$ cat config.mk
export PLATFORM = sky130hd
export DESIGN_NAME = isa_bus_master_sequencer
export DESIGN_NICKNAME = d
export VERILOG_FILES = /design/src/design/isa_bms_pkg.sv /design/src/design/isa_bms_front.sv /design/src/design/isa_bms_queue.sv /design/src/design/isa_bms_back.sv /design/src/design/isa_bus_master_sequencer.sv
export SDC_FILE = /design/constraint.sdc
export NUM_CORES = 1
export LEC_CHECK = 0
export BUFFER_PORTS_ARGS = -buffer_cell sky130_fd_sc_hd__buf_2
export CAP_MARGIN = 25
export CORE_AREA = 2 2 188 190
export CTS_CLUSTER_DIAMETER = 40
export DETAILED_ROUTE_END_ITERATION = 16
export DIE_AREA = 0 0 190 192
export GPL_ROUTABILITY_DRIVEN = 0
export SLEW_MARGIN = 20
export SYNTH_ARGS = -nofsm -noshare
export SYNTH_HDL_FRONTEND = slang
export SYNTH_SLANG_ARGS = --single-unit
export TNS_END_PERCENT = 30
$ cat constraint.sdc
create_clock -name clk -period 3.55 [get_ports clk]
set_input_delay 0.1775 -clock clk [delete_from_list [all_inputs] [get_ports clk]]
set_output_delay 0.1775 -clock clk [all_outputs]
set_load 0.02 [all_outputs]
$ cat src/design/isa_bms_pkg.sv
// shared types, constants and helpers for the isa bus master sequencer
package isa_bms_pkg;

	localparam int ADDR_W    = 20;
	localparam int HIGH_W    = ADDR_W - 8;
	localparam int QDEPTH    = 2;
	localparam int QAW       = (QDEPTH > 1) ? $clog2(QDEPTH) : 1;
	localparam int BITCNT_W  = $clog2(HIGH_W + 1);
	localparam int CFG_IDX_W = 3;

	localparam logic [1:0] FN_IO_WR  = 2'd0;
	localparam logic [1:0] FN_IO_RD  = 2'd1;
	localparam logic [1:0] FN_MEM_WR = 2'd2;
	localparam logic [1:0] FN_MEM_RD = 2'd3;

	typedef enum logic [CFG_IDX_W-1:0] {
		CFG_IOW_SETUP  = 3'd0,
		CFG_IOW_STROBE = 3'd1,
		CFG_SETUP_HOLD = 3'd2,
		CFG_STROBE     = 3'd3,
		CFG_SAMPLE     = 3'd4
	} cfg_idx_t;

	typedef struct packed {
		logic [1:0]        func;
		logic [ADDR_W-1:0] address;
		logic [7:0]        write_data;
		logic [7:0]        bus_data_in;
	} in_word_t;

	typedef struct packed {
		logic [7:0]        read_data;
		logic [7:0]        low_address_pins;
		logic [HIGH_W-1:0] high_address_out;
		logic              shift_done;
		logic [7:0]        data_pins_out;
		logic [1:0]        strobe_line;
	} out_word_t;

	// classified access as it sits in the queue
	typedef struct packed {
		logic [1:0]        func;
		logic              is_read;
		logic              is_io_wr;
		logic [7:0]        low;
		logic [HIGH_W-1:0] high;
		logic [7:0]        rdata;
		logic [7:0]        wdata;
	} job_t;

	typedef struct packed {
		logic [7:0] io_write_setup_cycles;
		logic [7:0] io_write_strobe_cycles;
		logic [7:0] setup_hold_cycles;
		logic [7:0] strobe_cycles;
		logic [7:0] sample_delay_cycles;
	} cfg_t;

	typedef struct packed {
		logic [QAW:0] count;
	} q_stat_t;

	typedef struct packed {
		logic busy;
		logic cache_valid;
	} back_stat_t;

	typedef enum logic [2:0] {
		BK_IDLE,
		BK_SHIFT,
		BK_LATCH,
		BK_SETUP,
		BK_STROBE,
		BK_HOLD,
		BK_DONE
	} back_state_t;

	// data pins are wired in reverse bit order
	function automatic logic [7:0] flip8(input logic [7:0] v);
		logic [7:0] r;
		for (int i = 0; i < 8; i++) begin
			r[i] = v[7-i];
		end
		return r;
	endfunction

endpackage

$ cat src/design/isa_bms_front.sv
// front end: accepts access words, classifies them and stages them for the queue
module isa_bms_front import isa_bms_pkg::*; (
	input  logic     clk,
	input  logic     arst_n,
	input  logic     in_valid,
	output logic     in_ready,
	input  in_word_t in_word,
	output logic     job_valid,
	input  logic     job_ready,
	output job_t     job
);

	logic valid_s1;
	job_t job_s1;
	job_t job_d;

	always_comb begin
		job_d.func     = in_word.func;
		job_d.is_read  = in_word.func[0];
		job_d.is_io_wr = (in_word.func == FN_IO_WR);
		job_d.low      = in_word.address[7:0];
		job_d.high     = in_word.address[ADDR_W-1:8];
		job_d.rdata    = in_word.func[0] ? flip8(in_word.bus_data_in) : 8'd0;
		job_d.wdata    = in_word.func[0] ? 8'd0 : flip8(in_word.write_data);
	end

	assign in_ready  = !valid_s1 || job_ready;
	assign job_valid = valid_s1;
	assign job       = job_s1;

	always_ff @(posedge clk or negedge arst_n) begin
		if (!arst_n) begin
			valid_s1 <= 1'b0;
		end else if (in_ready) begin
			valid_s1 <= in_valid;
		end
	end

	always_ff @(posedge clk) begin
		if (in_ready && in_valid) begin
			job_s1 <= job_d;
		end
	end

endmodule

$ cat src/design/isa_bms_queue.sv
// short fifo between front and back
module isa_bms_queue import isa_bms_pkg::*; (
	input  logic    clk,
	input  logic    arst_n,
	input  logic    push_valid,
	output logic    push_ready,
	input  job_t    push_data,
	output logic    pop_valid,
	input  logic    pop_ready,
	output job_t    pop_data,
	output q_stat_t stat
);

	job_t           mem_q [QDEPTH];
	logic [QAW-1:0] wr_ptr_q;
	logic [QAW-1:0] rd_ptr_q;
	logic [QAW:0]   count_q;
	logic           push;
	logic           pop;

	assign push_ready = (count_q != (QAW+1)'(QDEPTH));
	assign pop_valid  = (count_q != '0);
	assign push       = push_valid && push_ready;
	assign pop        = pop_valid && pop_ready;
	assign pop_data   = mem_q[rd_ptr_q];
	assign stat.count = count_q;

	function automatic logic [QAW-1:0] wrap_inc(input logic [QAW-1:0] p);
		return (p == QAW'(QDEPTH - 1)) ? '0 : p + 1'b1;
	endfunction

	always_ff @(posedge clk or negedge arst_n) begin
		if (!arst_n) begin
			wr_ptr_q <= '0;
			rd_ptr_q <= '0;
			count_q  <= '0;
		end else begin
			if (push) begin
				wr_ptr_q <= wrap_inc(wr_ptr_q);
			end
			if (pop) begin
				rd_ptr_q <= wrap_inc(rd_ptr_q);
			end
			if (push && !pop) begin
				count_q <= count_q + 1'b1;
			end else if (pop && !push) begin
				count_q <= count_q - 1'b1;
			end
		end
	end

	always_ff @(posedge clk) begin
		if (push) begin
			mem_q[wr_ptr_q] <= push_data;
		end
	end

endmodule

$ cat src/design/isa_bms_back.sv
// back end: high address shift, strobe timing and result register
module isa_bms_back import isa_bms_pkg::*; (
	input  logic       clk,
	input  logic       arst_n,
	input  cfg_t       cfg,
	input  logic       pop_valid,
	output logic       pop_ready,
	input  job_t       pop_data,
	output logic       out_valid,
	input  logic       out_ready,
	output out_word_t  out_word,
	output back_stat_t stat
);

	back_state_t       state_q, state_d;
	job_t              cur_q;
	logic [HIGH_W-1:0] cached_q;
	logic              cache_valid_q;
	logic              shift_q;
	logic [HIGH_W-1:0] sh_q;
	logic [HIGH_W-1:0] acc_q;
	logic [BITCNT_W-1:0] bitcnt_q;
	logic [7:0]        cnt_q;
	logic [7:0]        elapsed_q;
	logic              sampled_q;
	logic [7:0]        rd_q;
	logic              out_valid_q;
	out_word_t         out_q;
	logic              shift_need;
	logic              out_free;
	logic              pop;
	logic              sel_io_wr;
	logic [7:0]        setup_val;
	logic [7:0]        strobe_val;

	assign shift_need = !cache_valid_q || (pop_data.high != cached_q);
	assign out_free   = !out_valid_q || out_ready;
	assign pop        = pop_valid && pop_ready;
	// in idle the setup count is loaded for the word being popped
	assign sel_io_wr  = (state_q == BK_IDLE) ? pop_data.is_io_wr : cur_q.is_io_wr;
	assign setup_val  = sel_io_wr ? cfg.io_write_setup_cycles : cfg.setup_hold_cycles;
	assign strobe_val = cur_q.is_io_wr ? cfg.io_write_strobe_cycles : cfg.strobe_cycles;

	assign out_valid        = out_valid_q;
	assign out_word         = out_q;
	assign stat.busy        = (state_q != BK_IDLE);
	assign stat.cache_valid = cache_valid_q;

	always_ff @(posedge clk or negedge arst_n) begin
		if (!arst_n) begin
			state_q <= BK_IDLE;
		end else begin
			state_q <= state_d;
		end
	end

	always_comb begin
		state_d   = state_q;
		pop_ready = 1'b0;
		unique case (state_q)
			BK_IDLE: begin
				pop_ready = 1'b1;
				if (pop_valid) begin
					state_d = shift_need ? BK_SHIFT : BK_SETUP;
				end
			end
			BK_SHIFT: begin
				if (bitcnt_q == BITCNT_W'(HIGH_W - 1)) begin
					state_d = BK_LATCH;
				end
			end
			BK_LATCH: state_d = BK_SETUP;
			BK_SETUP: begin
				if (cnt_q == '0) begin
					state_d = BK_STROBE;
				end
			end
			BK_STROBE: begin
				if (cnt_q == '0) begin
					state_d = BK_HOLD;
				end
			end
			BK_HOLD: begin
				if (cnt_q == '0) begin
					state_d = BK_DONE;
				end
			end
			BK_DONE: begin
				if (out_free) begin
					state_d = BK_IDLE;
				end
			end
			default: state_d = BK_IDLE;
		endcase
	end

	// high address cache
	always_ff @(posedge clk or negedge arst_n) begin
		if (!arst_n) begin
			cached_q      <= '0;
			cache_valid_q <= 1'b0;
		end else if (pop && shift_need) begin
			cached_q      <= pop_data.high;
			cache_valid_q <= 1'b1;
		end
	end

	always_ff @(posedge clk or negedge arst_n) begin
		if (!arst_n) begin
			out_valid_q <= 1'b0;
		end else if (state_q == BK_DONE && out_free) begin
			out_valid_q <= 1'b1;
		end else if (out_ready) begin
			out_valid_q <= 1'b0;
		end
	end

	always_ff @(posedge clk) begin
		if (pop) begin
			cur_q    <= pop_data;
			shift_q  <= shift_need;
			sh_q     <= pop_data.high;
			acc_q    <= '0;
			bitcnt_q <= '0;
			rd_q     <= '0;
		end
		// serial shift, msb first; acc collects what went out
		if (state_q == BK_SHIFT) begin
			acc_q    <= (acc_q << 1) | HIGH_W'(sh_q[HIGH_W-1]);
			sh_q     <= sh_q << 1;
			bitcnt_q <= bitcnt_q + 1'b1;
		end
		if (state_q != state_d) begin
			case (state_d)
				BK_SETUP:  cnt_q <= setup_val;
				BK_STROBE: begin
					cnt_q     <= (strobe_val == '0) ? '0 : strobe_val - 1'b1;
					elapsed_q <= '0;
					sampled_q <= 1'b0;
				end
				BK_HOLD:   cnt_q <= setup_val;
				default:   cnt_q <= cnt_q;
			endcase
		end else if (cnt_q != '0) begin
			cnt_q <= cnt_q - 1'b1;
		end
		if (state_q == BK_STROBE) begin
			elapsed_q <= elapsed_q + 1'b1;
			// read data is taken at the sample point, or at strobe end at the latest
			if (cur_q.is_read && !sampled_q
					&& (elapsed_q == cfg.sample_delay_cycles || cnt_q == '0)) begin
				rd_q      <= cur_q.rdata;
				sampled_q <= 1'b1;
			end
		end
		if (state_q == BK_DONE && out_free) begin
			out_q.read_data        <= rd_q;
			out_q.low_address_pins <= cur_q.low;
			out_q.high_address_out <= shift_q ? acc_q : '0;
			out_q.shift_done       <= shift_q;
			out_q.data_pins_out    <= cur_q.wdata;
			out_q.strobe_line      <= cur_q.func;
		end
	end

endmodule

$ cat src/design/isa_bus_master_sequencer.sv
// top level of the 8-bit isa bus master sequencer
//
// in_valid/in_ready/in_word carry one bus access per word: func, address,
// write byte and the raw data pins seen during a read strobe. out_valid,
// out_ready and out_word return one result word per access, in order.
// cfg_we/cfg_idx/cfg_wdata write the five timing registers; writes to an
// unused index are dropped. write them only while the block is idle.
// a front stage and a two-entry queue take new words while the back end
// is busy with the current access and while a result waits to be taken.
// in the back end an access runs through shift and latch of the upper
// address, only when it differs from the cached one or the cache is
// invalid, then through setup, strobe, hold and done; the timing
// registers set the length of setup, strobe and hold, and only one access
// is in the back end at a time. reset clears the queue, the result valid
// flag and the address cache, so the first access always shifts; timing
// registers return to their defaults. a stalled receiver holds the
// result; the back end then waits at its last step and the queue fills
// before in_ready drops.
module isa_bus_master_sequencer import isa_bms_pkg::*; (
	input  logic                 clk,
	input  logic                 arst_n,
	input  logic                 in_valid,
	output logic                 in_ready,
	input  in_word_t             in_word,
	output logic                 out_valid,
	input  logic                 out_ready,
	output out_word_t            out_word,
	input  logic                 cfg_we,
	input  logic [CFG_IDX_W-1:0] cfg_idx,
	input  logic [7:0]           cfg_wdata
);

	cfg_t       cfg_q;
	logic       job_valid;
	logic       job_ready;
	job_t       job;
	logic       pop_valid;
	logic       pop_ready;
	job_t       pop_data;
	q_stat_t    q_stat;
	back_stat_t b_stat;

	always_ff @(posedge clk or negedge arst_n) begin
		if (!arst_n) begin
			cfg_q.io_write_setup_cycles  <= 8'd8;
			cfg_q.io_write_strobe_cycles <= 8'd40;
			cfg_q.setup_hold_cycles      <= 8'd4;
			cfg_q.strobe_cycles          <= 8'd20;
			cfg_q.sample_delay_cycles    <= 8'd8;
		end else if (cfg_we) begin
			case (cfg_idx)
				CFG_IOW_SETUP:  cfg_q.io_write_setup_cycles  <= cfg_wdata;
				CFG_IOW_STROBE: cfg_q.io_write_strobe_cycles <= cfg_wdata;
				CFG_SETUP_HOLD: cfg_q.setup_hold_cycles      <= cfg_wdata;
				CFG_STROBE:     cfg_q.strobe_cycles          <= cfg_wdata;
				CFG_SAMPLE:     cfg_q.sample_delay_cycles    <= cfg_wdata;
				default:        cfg_q <= cfg_q;
			endcase
		end
	end

	isa_bms_front u_front (
		.clk       (clk),
		.arst_n    (arst_n),
		.in_valid  (in_valid),
		.in_ready  (in_ready),
		.in_word   (in_word),
		.job_valid (job_valid),
		.job_ready (job_ready),
		.job       (job)
	);

	isa_bms_queue u_queue (
		.clk        (clk),
		.arst_n     (arst_n),
		.push_valid (job_valid),
		.push_ready (job_ready),
		.push_data  (job),
		.pop_valid  (pop_valid),
		.pop_ready  (pop_ready),
		.pop_data   (pop_data),
		.stat       (q_stat)
	);

	isa_bms_back u_back (
		.clk       (clk),
		.arst_n    (arst_n),
		.cfg       (cfg_q),
		.pop_valid (pop_valid),
		.pop_ready (pop_ready),
		.pop_data  (pop_data),
		.out_valid (out_valid),
		.out_ready (out_ready),
		.out_word  (out_word),
		.stat      (b_stat)
	);

	a_queue_bound: assert property (@(posedge clk) disable iff (!arst_n)
		q_stat.count <= (QAW+1)'(QDEPTH))
		else $error("queue count beyond depth");

	a_no_shift_zero: assert property (@(posedge clk) disable iff (!arst_n)
		out_valid && !out_word.shift_done |-> out_word.high_address_out == '0)
		else $error("high address reported without a shift");

	a_write_no_rdata: assert property (@(posedge clk) disable iff (!arst_n)
		out_valid && !out_word.strobe_line[0] |-> out_word.read_data == 8'd0)
		else $error("write access returned read data");

	a_result_sets_cache: assert property (@(posedge clk) disable iff (!arst_n)
		out_valid |-> b_stat.cache_valid)
		else $error("result without a valid address cache");

	a_idle_takes_words: assert property (@(posedge clk) disable iff (!arst_n)
		!b_stat.busy |-> pop_ready)
		else $error("idle back end refused the queue");

endmodule
==> qor.txt <==
status - complete, no violations
cell area after synthesis - 11910 um^2
combined global-route utilization of all metal layers - 0.1293
antenna diode count - 0
largest net degree at the start of global routing - 40
max-slew headroom at the worst pin - 0.4160
CTS tree - done
average via count per standard cell - 4.617
DIE AREA - 36480 um^2
overall power consumption - 12000 uW
Final Net Count - 980
number of synthesized flops with an enable pin - 227
worst-margin pin slew - 873.9 ps
Critical Path, Cell by Cell - mux2i_1, nor2_1, a2111oi_2, nand4_2, a21oi_4, a211oi_1, a21oi_1, buf_4
per-cell routed wire length - 16.46 um
count of final hold-check violations - 0
detailed-router iteration count before antenna repair - 5
worst-path fanout max - 14
post-detailed-routing wire length - 23170 um
dominant register cell in the synthesized netlist - sky130_fd_sc_hd__edfxtp_1
HP Class - primary input to flop
Syn Nets - 807
number of vias after detailed routing - 6496
cells resized by post-CTS repair - 0
final-report setup violation count - 0
Pins Over Slew Limit - 0
cell family contributing the most delay on the critical path - compound AO/OA/AOI/OAI gates
Buf/Inv on CP - 1
number of hold buffers added after CTS - 42
buffer type at the clock tree root - sky130_fd_sc_hd__clkbuf_16
total negative slack for setup checks - 0 ps
count of mapped cells out of synthesis - 748
synth unique cells - 72
CTS H-tree depth - 2
final design utilization - 0.4308
first-pass GRT wire length - 36840 um
signed area change from the synthesized netlist to the final layout - 24.01%
vias in the first global route - 6760
clock slew at reported path FFs - 60 ps
peak per-stage delay on the critical path - 620 ps
die width - 190 um
number of warnings reported in the yosys synthesis log - 0
cell with the largest stage delay on the worst path - sky130_fd_sc_hd__dfrtp_2
total of flip-flops plus latches after synthesis - 299
Top-Level Pins - 95
area of the multi-input gates - 3134 um^2
setup repair after global routing missed its margin - false
sequential area share after synthesis - 0.7201
category of the worst setup path launch point - flop
largest clock skew in the final design - 24.29 ps
remaining number of nets flagged by the antenna check after routing - 0
crit end category - flop
row count - 68
area of the placeable core - 34290 um^2
Starting DRT DRC Count - 335
count of unresolved DRC violations after routing - 0
overflow left after global routing - 0
Max-cap violations - 0
Clock Latency Late Sink - 520 ps
count of filler cells inserted in the layout - 3079
antenna violations before repair - 0
Max IR drop VDD - 0.0004061 V
number of clock sinks - 299
initial core utilization - 0.3474
CP Data Arrival Time - 3080 ps
required time of the worst setup path - 3760 ps
Post-DP HPWL - 15120 um
footprint of the flip-flops and latches - 8578 um^2
min cycle time layout - 2868 ps
number of buffers created by CTS - 40
power per standard cell area - 812.2 nW/um^2
proportion of layout cells with a drive suffix above 1 - 0.3004
number of buffers added for setup after CTS - 0
number of buffers on the longest clock path - 3
leakage power - 0.005618 uW
type of the worst setup path - flop to flop
fraction of registers with async set or reset after synthesis - 0.2074
Peak Freq - 0.3486 GHz
fin crit share - 0.8080
die outline height - 192 um
Port Buffer Count - 94
post-synthesis area per instance - 15.92 um^2
WHS - 6.407 ps
[flip-flops by register name (all words and copies together) (netlist names), 12 cells and up]
register and cells:
u_back.out_word 39, u_back.cached_q 12, cfg_q 40, u_back.cur_q 27, u_front.job 39, u_back.acc_q 12, u_back.sh_q 12, u_queue.mem_q 78
[logic make-up after synthesis]
group                    count (synthesis)  synth area share
AO/OA/AOI/OAI                           71           0.04433
XOR/XNOR                                41           0.03015
adder cells (fa/ha/maj)                  5          0.005253
buffers and inverters                   50           0.01817
flip-flops                             299            0.7201
multiplexers                           105           0.09927
AND/OR/NAND/NOR                        177           0.08268
[placed cells by master (no fill, tap or decap), drive strengths merged, types with 4 or more instances in the layout]
| master | Yosys | final |
|---|---|---|
| inv | 25 | 28 |
| dfstp | 7 | 7 |
| nor2 | 34 | 34 |
| ha | 5 | 5 |
| a21oi | 13 | 13 |
| dfrtp | 55 | 55 |
| nand2b | 4 | 4 |
| o221ai | 6 | 6 |
| nor2b | 14 | 14 |
| mux2 | 73 | 73 |
| xor2 | 19 | 19 |
| nor3 | 11 | 11 |
| and2 | 23 | 23 |
| nor4 | 4 | 4 |
| clkbuf | 12 | 50 |
| clkinv | 2 | 13 |
| nand2 | 38 | 38 |
| and3 | 18 | 18 |
| xnor2 | 22 | 22 |
| dfxtp | 10 | 10 |
| mux2i | 31 | 31 |
| clkinvlp | 0 | 6 |
| bufinv | 0 | 4 |
| o211ai | 6 | 6 |
| buf | 11 | 111 |
| dlygate4sd3 | 0 | 42 |
| nand3 | 16 | 16 |
| o21ai | 26 | 26 |
| edfxtp | 227 | 227 |
| o2111ai | 4 | 4 |
[final timing paths]
kind / to / cells after the start / slack [ps] / from
setup / recovery: u_back.cnt_q[1] / 8 / 680 / u_queue.rd_ptr_q
hold / removal: cfg_q[9] / 2 / 6 / cfg_wdata[1]
setup reg to reg: u_back.cnt_q[1] / 8 / 680 / u_queue.rd_ptr_q
hold reg to reg: u_back.out_word[7] / 0 / 420 / u_back.cur_q[5]
max in group asynchronous: u_queue.rd_ptr_q / 3 / 2360 / arst_n
min in group asynchronous: cfg_q[8] / 2 / 290 / arst_n
[worst register-to-register path, stage by stage (launching register included)]
cell and delay (ps):
sky130_fd_sc_hd__dfrtp_2 620, sky130_fd_sc_hd__mux2i_1 440, sky130_fd_sc_hd__nor2_1 120, sky130_fd_sc_hd__a2111oi_2 430, sky130_fd_sc_hd__nand4_2 230, sky130_fd_sc_hd__a21oi_4 300
sky130_fd_sc_hd__a211oi_1 110, sky130_fd_sc_hd__a21oi_1 130, sky130_fd_sc_hd__buf_4 190
[stage by stage]
| step | std cells | setup slack, ps | cell area (um^2) |
|---|---|---|---|
| CTS | 1405 | 714.2 | 14740 |
| finish | 1407 | 681.6 | 14770 |
| global route | 1407 | 511.0 | 14770 |
| floorplan | 748 | 670.4 | 11910 |
| detailed placement | 1290 | 746.7 | 12980 |
| global placement | 1288 | 764.8 | 12960 |
[synthesized netlist by cell type, types with 2 or more instances]
cell type                   instances  share of area
sky130_fd_sc_hd__edfxtp_1         227           0.57
sky130_fd_sc_hd__mux2_2            73          0.069
sky130_fd_sc_hd__dfrtp_1           55           0.12
sky130_fd_sc_hd__nand2_1           37          0.012
sky130_fd_sc_hd__nor2_1            33          0.010
sky130_fd_sc_hd__mux2i_1           26          0.022
sky130_fd_sc_hd__inv_1             24         0.0076
sky130_fd_sc_hd__o21ai_0           24          0.010
sky130_fd_sc_hd__and2_1            23          0.012
sky130_fd_sc_hd__xnor2_1           22          0.016
sky130_fd_sc_hd__xor2_1            19          0.014
sky130_fd_sc_hd__and3_1            18         0.0095
sky130_fd_sc_hd__nand3_1           15         0.0063
sky130_fd_sc_hd__nor2b_1           14         0.0074
sky130_fd_sc_hd__a21oi_1           11         0.0046
sky130_fd_sc_hd__clkbuf_1          11         0.0035
sky130_fd_sc_hd__dfxtp_1           10          0.017
sky130_fd_sc_hd__nor3_1             9         0.0038
sky130_fd_sc_hd__dfstp_2            7          0.015
sky130_fd_sc_hd__ha_1               5         0.0053
sky130_fd_sc_hd__o221ai_1           5         0.0037
sky130_fd_sc_hd__buf_1              4         0.0013
sky130_fd_sc_hd__buf_2              4         0.0017
sky130_fd_sc_hd__mux2i_2            4         0.0046
sky130_fd_sc_hd__nand2b_1           4         0.0021
sky130_fd_sc_hd__o2111ai_1          4         0.0029
sky130_fd_sc_hd__o211ai_1           4         0.0025
sky130_fd_sc_hd__buf_6              3         0.0028
sky130_fd_sc_hd__nor4_1             3         0.0016
sky130_fd_sc_hd__a21o_1             2         0.0013
sky130_fd_sc_hd__a221oi_1           2         0.0015
sky130_fd_sc_hd__clkinv_1           2        0.00063
sky130_fd_sc_hd__nand3b_1           2         0.0013
sky130_fd_sc_hd__nor4b_2            2         0.0025
sky130_fd_sc_hd__nor4bb_1           2         0.0017
sky130_fd_sc_hd__o21ai_2            2         0.0015
[metal layers]
| metal | vias to the layer above | part of all wire | track usage | routed length [um] |
|---|---|---|---|---|
| met4 | 0 | 0.022 | 0.04264 | 506 |
| met3 | 45 | 0.038 | 0.02320 | 882 |
| li1 | 3135 | - | - | - |
| met2 | 137 | 0.48 | 0.2155 | 11160 |
| met1 | 3179 | 0.46 | 0.1711 | 10620 |
| met5 | - | 0 | 0 | 0 |
[cell type report]
class                   instances  area share
multi-input cells             399      0.2122
clock buffers                  49     0.07294
inverters                      27    0.006861
repair buffers                154     0.07099
flip-flops and latches        299      0.5808
clock inverters                24     0.01770
well taps                     455     0.03854
[power by group]
group,switching (uW),internal [uW]
clock,1500,2470
combinational,1510,1120
sequential,448,4950
total,3450,8540
No activity file was read; power rests on OpenSTA's default activity.
